[config.mk]
export PLATFORM = sky130hd
export DESIGN_NAME = ima_adpcm_nibble_decoder_unit
export DESIGN_NICKNAME = d
export VERILOG_FILES = /design/src/imadec_pkg.sv /design/src/ima_adpcm_nibble_decoder_unit.sv
export SDC_FILE = /design/constraint.sdc
export NUM_CORES = 1
export LEC_CHECK = 0
export ABC_AREA = 0
export BUFFER_PORTS_ARGS = -buffer_cell sky130_fd_sc_hd__buf_2
export CORE_MARGIN = 3
export CORE_UTILIZATION = 35
export CTS_CLUSTER_DIAMETER = 200
export CTS_CLUSTER_SIZE = 30
export DETAILED_ROUTE_END_ITERATION = 16
export SYNTH_ARGS = -nofsm -noshare
export SYNTH_HDL_FRONTEND = slang
export SYNTH_SLANG_ARGS = --single-unit
[constraint.sdc]
create_clock -name clk -period 15.15 [get_ports clk]
set_input_delay 0.7575 -clock clk [delete_from_list [all_inputs] [get_ports clk]]
set_output_delay 0.7575 -clock clk [all_outputs]
set_load 0.01 [all_outputs]
[src/imadec_pkg.sv]
// types, constants and nibble decode function for the ima adpcm decoder
package imadec_pkg;

    // action codes of an input word
    localparam logic [1:0] ACT_RESTART      = 2'd0;
    localparam logic [1:0] ACT_RESTART_EMIT = 2'd1;
    localparam logic [1:0] ACT_DECODE       = 2'd2;
    localparam logic [1:0] ACT_NONE         = 2'd3;

    localparam logic [6:0]        MAX_INDEX     = 7'd88;
    localparam logic signed [7:0] MAX_INDEX_S   = 8'sd88;
    localparam logic [15:0]       LOW_BYTE_MASK = 16'hFF00;
    localparam logic signed [17:0] SAMPLE_MIN   = -18'sd32768;
    localparam logic signed [17:0] SAMPLE_MAX   = 18'sd32767;
    localparam logic [3:0]        FIFO_DEPTH    = 4'd4;

    localparam logic [14:0] STEP_TABLE [0:88] = '{
        15'd7,     15'd8,     15'd9,     15'd10,    15'd11,    15'd12,    15'd13,
        15'd14,    15'd16,    15'd17,    15'd19,    15'd21,    15'd23,    15'd25,
        15'd28,    15'd31,    15'd34,    15'd37,    15'd41,    15'd45,    15'd50,
        15'd55,    15'd60,    15'd66,    15'd73,    15'd80,    15'd88,    15'd97,
        15'd107,   15'd118,   15'd130,   15'd143,   15'd157,   15'd173,   15'd190,
        15'd209,   15'd230,   15'd253,   15'd279,   15'd307,   15'd337,   15'd371,
        15'd408,   15'd449,   15'd494,   15'd544,   15'd598,   15'd658,   15'd724,
        15'd796,   15'd876,   15'd963,   15'd1060,  15'd1166,  15'd1282,  15'd1411,
        15'd1552,  15'd1707,  15'd1878,  15'd2066,  15'd2272,  15'd2499,  15'd2749,
        15'd3024,  15'd3327,  15'd3660,  15'd4026,  15'd4428,  15'd4871,  15'd5358,
        15'd5894,  15'd6484,  15'd7132,  15'd7845,  15'd8630,  15'd9493,  15'd10442,
        15'd11487, 15'd12635, 15'd13899, 15'd15289, 15'd16818, 15'd18500, 15'd20350,
        15'd22385, 15'd24623, 15'd27086, 15'd29794, 15'd32767
    };

    // predictor and step index of one channel
    typedef struct packed {
        logic signed [15:0] pred;
        logic [6:0]         index;
    } nib_state_t;

    // one output word
    typedef struct packed {
        logic signed [15:0] sample;
        logic               channel;
        logic               last;
    } out_word_t;

    function automatic logic signed [4:0] index_adjust(input logic [2:0] mag);
        logic signed [4:0] adj;
        unique case (mag)
            3'd4:    adj = 5'sd2;
            3'd5:    adj = 5'sd4;
            3'd6:    adj = 5'sd6;
            3'd7:    adj = 5'sd8;
            default: adj = -5'sd1;
        endcase
        return adj;
    endfunction

    function automatic nib_state_t decode_nibble(input nib_state_t cur, input logic [3:0] nib);
        logic [6:0]         idx;
        logic [14:0]        step;
        logic [15:0]        diff;
        logic signed [17:0] delta;
        logic signed [17:0] sum;
        logic signed [7:0]  ni;
        nib_state_t         res;
        idx  = (cur.index > MAX_INDEX) ? MAX_INDEX : cur.index;
        step = STEP_TABLE[idx];
        diff = {4'b0, step[14:3]};
        if (nib[2]) diff = diff + {1'b0, step};
        if (nib[1]) diff = diff + {2'b0, step[14:1]};
        if (nib[0]) diff = diff + {3'b0, step[14:2]};
        delta = $signed({2'b0, diff});
        if (nib[3]) delta = -delta;
        sum = $signed({{2{cur.pred[15]}}, cur.pred}) + delta;
        if (sum < SAMPLE_MIN)      res.pred = -16'sd32768;
        else if (sum > SAMPLE_MAX) res.pred = 16'sd32767;
        else                       res.pred = sum[15:0];
        ni = $signed({1'b0, idx}) + 8'(index_adjust(nib[2:0]));
        if (ni < 8'sd0)             res.index = 7'd0;
        else if (ni > MAX_INDEX_S)  res.index = MAX_INDEX;
        else                        res.index = ni[6:0];
        return res;
    endfunction

    // clear the low byte in 8-bit output mode
    function automatic logic signed [15:0] apply_mode(input logic signed [15:0] s,
                                                      input logic eight_bit);
        return eight_bit ? (s & LOW_BYTE_MASK) : s;
    endfunction

endpackage

[src/ima_adpcm_nibble_decoder_unit.sv]
// top level of the ima adpcm 4-bit nibble decoder
// usage
//   input channel: in_valid / in_stall with action, channel, data_byte, nibble_count,
//   start_predictor, start_index and last_in_block. a word is taken at a rising edge
//   with in_valid high and in_stall low.
//   output channel: out_valid / out_stall with sample, sample_channel and last, one
//   decoded sample per word. a restart-with-emit yields one word, a data word up to
//   two (low nibble first), a silent restart or an ignored word none.
//   config channel: cfg_valid / cfg_ready with cfg_data (8-bit output mode); cfg_ready
//   is always high, write only while the decoder is idle.
// timing
//   an input word lands in an input register, then one combinational pass (two
//   chained nibble updates) writes its results into a 4-entry output queue.
//   the first result goes from the input register into the queue before it is on
//   the output. one input word per cycle as long as the queue has room; the output
//   side moves one sample per cycle while out_stall is low, so a stream of
//   two-nibble words is limited by the output side.
// reset: predictors, step indexes, 8-bit mode and the queue clear at once.
// stall: a stalled output word holds; when the queue cannot take the results of the
//   registered word, in_stall rises until it drains.
module ima_adpcm_nibble_decoder_unit #(
    parameter int CHANNELS = 2
) (
    input  logic                clk,
    input  logic                rst_n,
    input  logic                in_valid,
    output logic                in_stall,
    input  logic [1:0]          action,
    input  logic                channel,
    input  logic [7:0]          data_byte,
    input  logic [1:0]          nibble_count,
    input  logic signed [15:0]  start_predictor,
    input  logic [7:0]          start_index,
    input  logic                last_in_block,
    output logic                out_valid,
    input  logic                out_stall,
    output logic signed [15:0]  sample,
    output logic                sample_channel,
    output logic                last,
    input  logic                cfg_valid,
    output logic                cfg_ready,
    input  logic                cfg_data
);
    import imadec_pkg::*;

    localparam int CH_W = (CHANNELS > 1) ? $clog2(CHANNELS) : 1;
    localparam logic [1:0] CH_LIMIT = 2'(CHANNELS);

    // config register
    logic eight_bit_reg;

    // input register stage
    logic               s1_valid_reg;
    logic [1:0]         s1_action_reg;
    logic               s1_channel_reg;
    logic [7:0]         s1_byte_reg;
    logic [1:0]         s1_count_reg;
    logic signed [15:0] s1_pred_reg;
    logic [7:0]         s1_index_reg;
    logic               s1_last_reg;

    // per-channel decoder state
    logic signed [15:0] pred_reg [CHANNELS];
    logic [6:0]         index_reg [CHANNELS];

    // output queue
    out_word_t  fifo_mem_reg [4];
    logic [1:0] wr_ptr_reg, rd_ptr_reg;
    logic [2:0] count_reg, count_next;

    logic       in_take, s1_advance, pop, push0, push1, chan_ok, state_we;
    logic [CH_W-1:0] ch_idx;
    logic [1:0] n_results;
    nib_state_t cur_st, first_st, second_st, restart_st, next_st;
    out_word_t  w0, w1;

    assign cfg_ready = 1'b1;

    always_ff @(posedge clk or negedge rst_n)
    begin
        if (!rst_n)
            eight_bit_reg <= 1'b0;
        else if (cfg_valid && cfg_ready)
            eight_bit_reg <= cfg_data;
    end

    // input stage: hold the word until its results fit in the queue
    assign in_stall = s1_valid_reg && !s1_advance;
    assign in_take  = in_valid && !in_stall;

    always_ff @(posedge clk or negedge rst_n)
    begin
        if (!rst_n)
            s1_valid_reg <= 1'b0;
        else if (in_take)
            s1_valid_reg <= 1'b1;
        else if (s1_advance)
            s1_valid_reg <= 1'b0;
    end

    always_ff @(posedge clk)
    begin
        if (in_take)
        begin
            s1_action_reg  <= action;
            s1_channel_reg <= channel;
            s1_byte_reg    <= data_byte;
            s1_count_reg   <= nibble_count;
            s1_pred_reg    <= start_predictor;
            s1_index_reg   <= start_index;
            s1_last_reg    <= last_in_block;
        end
    end

    // decode pass
    assign ch_idx  = CH_W'(s1_channel_reg);
    assign chan_ok = {1'b0, s1_channel_reg} < CH_LIMIT;

    always_comb
    begin
        cur_st.pred      = pred_reg[ch_idx];
        cur_st.index     = index_reg[ch_idx];
        first_st         = decode_nibble(cur_st, s1_byte_reg[3:0]);
        second_st        = decode_nibble(first_st, s1_byte_reg[7:4]);
        restart_st.pred  = s1_pred_reg;
        restart_st.index = (s1_index_reg > {1'b0, MAX_INDEX}) ? MAX_INDEX : s1_index_reg[6:0];

        next_st   = cur_st;
        state_we  = 1'b0;
        n_results = 2'd0;
        w0.sample  = apply_mode(first_st.pred, eight_bit_reg);
        w0.channel = s1_channel_reg;
        w0.last    = s1_last_reg;
        w1.sample  = apply_mode(second_st.pred, eight_bit_reg);
        w1.channel = s1_channel_reg;
        w1.last    = s1_last_reg;

        if (s1_valid_reg && chan_ok)
        begin
            unique case (s1_action_reg)
                ACT_RESTART:
                begin
                    state_we = 1'b1;
                    next_st  = restart_st;
                end
                ACT_RESTART_EMIT:
                begin
                    state_we  = 1'b1;
                    next_st   = restart_st;
                    n_results = 2'd1;
                    w0.sample = apply_mode(s1_pred_reg, eight_bit_reg);
                end
                ACT_DECODE:
                begin
                    unique case (s1_count_reg)
                        2'd0: ;
                        2'd1:
                        begin
                            state_we  = 1'b1;
                            next_st   = first_st;
                            n_results = 2'd1;
                        end
                        default:
                        begin
                            // odd tail excluded: both nibbles, last only on the second
                            state_we  = 1'b1;
                            next_st   = second_st;
                            n_results = 2'd2;
                            w0.last   = 1'b0;
                        end
                    endcase
                end
                ACT_NONE: ;
            endcase
        end
    end

    assign s1_advance = s1_valid_reg &&
                        (({1'b0, count_reg} + {2'b0, n_results}) <= FIFO_DEPTH);
    assign push0 = s1_advance && (n_results != 2'd0);
    assign push1 = s1_advance && (n_results == 2'd2);

    always_ff @(posedge clk or negedge rst_n)
    begin
        if (!rst_n)
        begin
            for (int i = 0; i < CHANNELS; i++)
            begin
                pred_reg[i]  <= '0;
                index_reg[i] <= '0;
            end
        end
        else if (s1_advance && state_we)
        begin
            pred_reg[ch_idx]  <= next_st.pred;
            index_reg[ch_idx] <= next_st.index;
        end
    end

    // output queue
    assign out_valid      = count_reg != 3'd0;
    assign pop            = out_valid && !out_stall;
    assign sample         = fifo_mem_reg[rd_ptr_reg].sample;
    assign sample_channel = fifo_mem_reg[rd_ptr_reg].channel;
    assign last           = fifo_mem_reg[rd_ptr_reg].last;

    assign count_next = count_reg + {2'b0, push0} + {2'b0, push1} - {2'b0, pop};

    always_ff @(posedge clk)
    begin
        if (push0)
            fifo_mem_reg[wr_ptr_reg] <= w0;
        if (push1)
            fifo_mem_reg[wr_ptr_reg + 2'd1] <= w1;
    end

    always_ff @(posedge clk or negedge rst_n)
    begin
        if (!rst_n)
        begin
            wr_ptr_reg <= 2'd0;
            rd_ptr_reg <= 2'd0;
            count_reg  <= 3'd0;
        end
        else
        begin
            wr_ptr_reg <= wr_ptr_reg + {1'b0, push0} + {1'b0, push1};
            if (pop)
                rd_ptr_reg <= rd_ptr_reg + 2'd1;
            count_reg <= count_next;
        end
    end

endmodule

==> flow_metrics.tcl <==
set metrics [dict create \
    drc 0 \
    path_common_cell "buf_4" \
    tightestPinTransition_ps 1290 \
    use_met3 0.0339 \
    ioPinCount 65 \
    startpoint_type "flop" \
    clk_latency_ps 460 \
    finalCritPeriodShare 0.949 \
    largest_register_ffs 72 \
    synth_nets 2732 \
    die_x_um 252 \
    hold_viol_final 0 \
    required_ps 15450 \
    cp_slowest_cell "or4_4" \
    yosys_warnings 0 \
    die_h_um 252 \
    status "completed" \
    netlist_instances 2519 \
    synth_top_cell_by_area "edfxtp_1" \
    initial_utilization 0.356 \
    first_global_vias 20777 \
    rows 89 \
    gp_congestion 0.973 \
    grt.total_usage 0.248 \
    hold_class "input port to async pin" \
    cts_buffers 17 \
    multi_input_area_um2 15700 \
    setup_violations 0 \
    synth-main-ff-cell "edfxtp_1" \
    netlist_area_um2 21100 \
    die_area_um2 63300 \
    layout_min_cycle_time_ps 14380 \
    synth_edf_count 110 \
    cp-startpoint "ch_idx" \
    max_stage_delay_ps 560 \
    wl_per_cell_um 23.7 \
    holdBufCountCts 0 \
    drt_wl_total_um 80700 \
    synthTopCellsByArea "edfxtp_1 16%, ha_1 9.2%, dfrtp_1 6.5%" \
    path_max_fanout 11 \
    synth.top_cell.area_share 0.156 \
    async_flop_share 0.333 \
    regArea_um2 4680 \
    final_net_count 2834 \
    diodes 0 \
    core_area_um2 59400 \
    numPortBuffers 63 \
    cp.arrival_ps 14680 \
    fmax_mhz 69.5 \
    ys_ff_latch 165 \
    r2r_cells 73 \
    syn-mean-instance-area_um2 8.39 \
    root_buffer "clkbuf_16" \
    dpl.hpwl_um 61600 \
    dr.first_iter.drc_count 2052 \
    cts.clk_slew.worst_paths_ps 80 \
    cp-end-kind "flop" \
    maxSlewHeadroom 0.113 \
    final_common_cell "nand2_1" \
    cts_max_path_buffers 2 \
    grt_most_used_layer "met2" \
    grt_max_degree 56 \
    ant_nets 0 \
    cts_tree "done" \
    n_fill_cell 5871 \
    drive_above_1_share 0.180 \
    viasPerCell 6.32 \
    cap_violations 0 \
    r2r_slack_ps 770 \
    ys_types 127 \
    r2r_start "ch_idx" \
    route.vias.total 21535 \
    fin_skew_ps 18.0 \
    antenna_found_initial 1 \
    met2_usage 0.396 \
    area_delta_synth_final_pct 12.9 \
    grt_overflow_total 0 \
    use_met1 0.343 \
    htreeDepth 4 \
    grt_pass1_wl_um 124000 \
    cts_num_sinks 165 \
    ys_seq_area_frac 0.222 \
    dr.pass1.iters 6 \
    placed_cell_area_um2 23000 \
    r2r_end "fifo_mem_reg[1][9]" \
    crit_type "flop to flop" \
    fin_area_um2 23900 \
    drv_slew 0 \
    layout_common_cells "242 x nand2_1, 177 x nor2_1, 172 x o21ai_0, 156 x a21oi_1, 155 x buf_4" \
]
==> cells in the mapped netlist, types with 20 or more instances <==
cell and n:
and2_1 20, nor2b_1 23, nor2_1 181, edfxtp_1 110
a211oi_1 59, xnor2_1 79, dfrtp_1 55, nand2b_1 26
inv_1 90, o21a_1 49, a31oi_1 44, o21ai_1 25
xor2_1 42, a211o_1 27, clkbuf_1 88, a21oi_1 159
mux2_2 59, mux2i_1 82, ha_1 156, o22ai_1 20
o21ai_0 178, o31ai_1 33, nor3_1 55, a21o_1 51
nand3_1 41, o211ai_1 27, nand2_1 243, or3_1 25
==> routing by layer <==
| metal | vias up | part of all wire |
|---|---|---|
| met2 | 1023 | 0.45 |
| met1 | 10440 | 0.44 |
| li1 | 9877 | - |
| met4 | 0 | 0.038 |
| met3 | 195 | 0.075 |
| met5 | - | 0 |
==> critical path, delay by kind of cell, from the launching register on <==
family	cells	cell delay, ps
AOI/OAI and AO/OA	33	6200
and+or+nand+nor	17	3570
adders and majority gates	7	1860
buffers and inverters	12	1670
xor gates and xnor gates	3	380
DFF	1	370
muxes	1	180
==> worst max path at each step <==
| stage | endpoint | slack, ps | depth (start not counted) |
|---|---|---|---|
| 2_1_floorplan | fifo_mem_reg[3][2] | 310 | 66 |
| 3_3_place_gp | fifo_mem_reg[1][5] | 260 | 63 |
| 3_5_place_dp | fifo_mem_reg[1][5] | 150 | 63 |
| 4_1_cts | pred_reg[29] | 6 | 63 |
| 5_1_grt | fifo_mem_reg[1][9] | -20 | 71 |
| 6_report | fifo_mem_reg[1][9] | 770 | 73 |
==> timing repair <==
item | CTS | global route
gates resized for setup | 0 | 56
setup buffers | 0 | 7
endpoints found under the setup margin | 0 | 96
==> area by class of cell <==
class	count	share of cell area
Clock buffer	17	0.0178
Clock inverter	15	0.00792
Inverter	103	0.0164
Multi-Input combinational cell	2113	0.657
Sequential cell	165	0.196
Tap cell	773	0.0405
Timing Repair Buffer	221	0.0641
==> kinds of logic (layout without fill, tap and decap cells) <==
kind of cell / Yosys count / in the layout / synth area share
adders and majority gates: 169 / 169 / 0.105
xor gates and xnor gates: 121 / 121 / 0.0502
AOI/OAI and AO/OA: 939 / 939 / 0.319
buffers and inverters: 241 / 356 / 0.0482
muxes: 162 / 162 / 0.0914
and+or+nand+nor: 721 / 721 / 0.165
other: 1 / 1 / 0.000178
DFF: 165 / 165 / 0.222
==> through the flow <==
step,setup TNS [ps],cells,hold WS (ps),setup WS (ps),utilization
floorplan,0,2519,443,314,-
global placement,0,3368,457,257,0.387
detailed placement,0,3368,469,150,0.387
CTS,0,3400,442,5.85,0.397
global route,-23.4,3407,456,-18.9,0.402
finish,0,3407,455,770,0.402
Power is left out: the tool's default activity adds up to more than one toggle a clock period on the data nets, which glitch-free logic cannot reach.
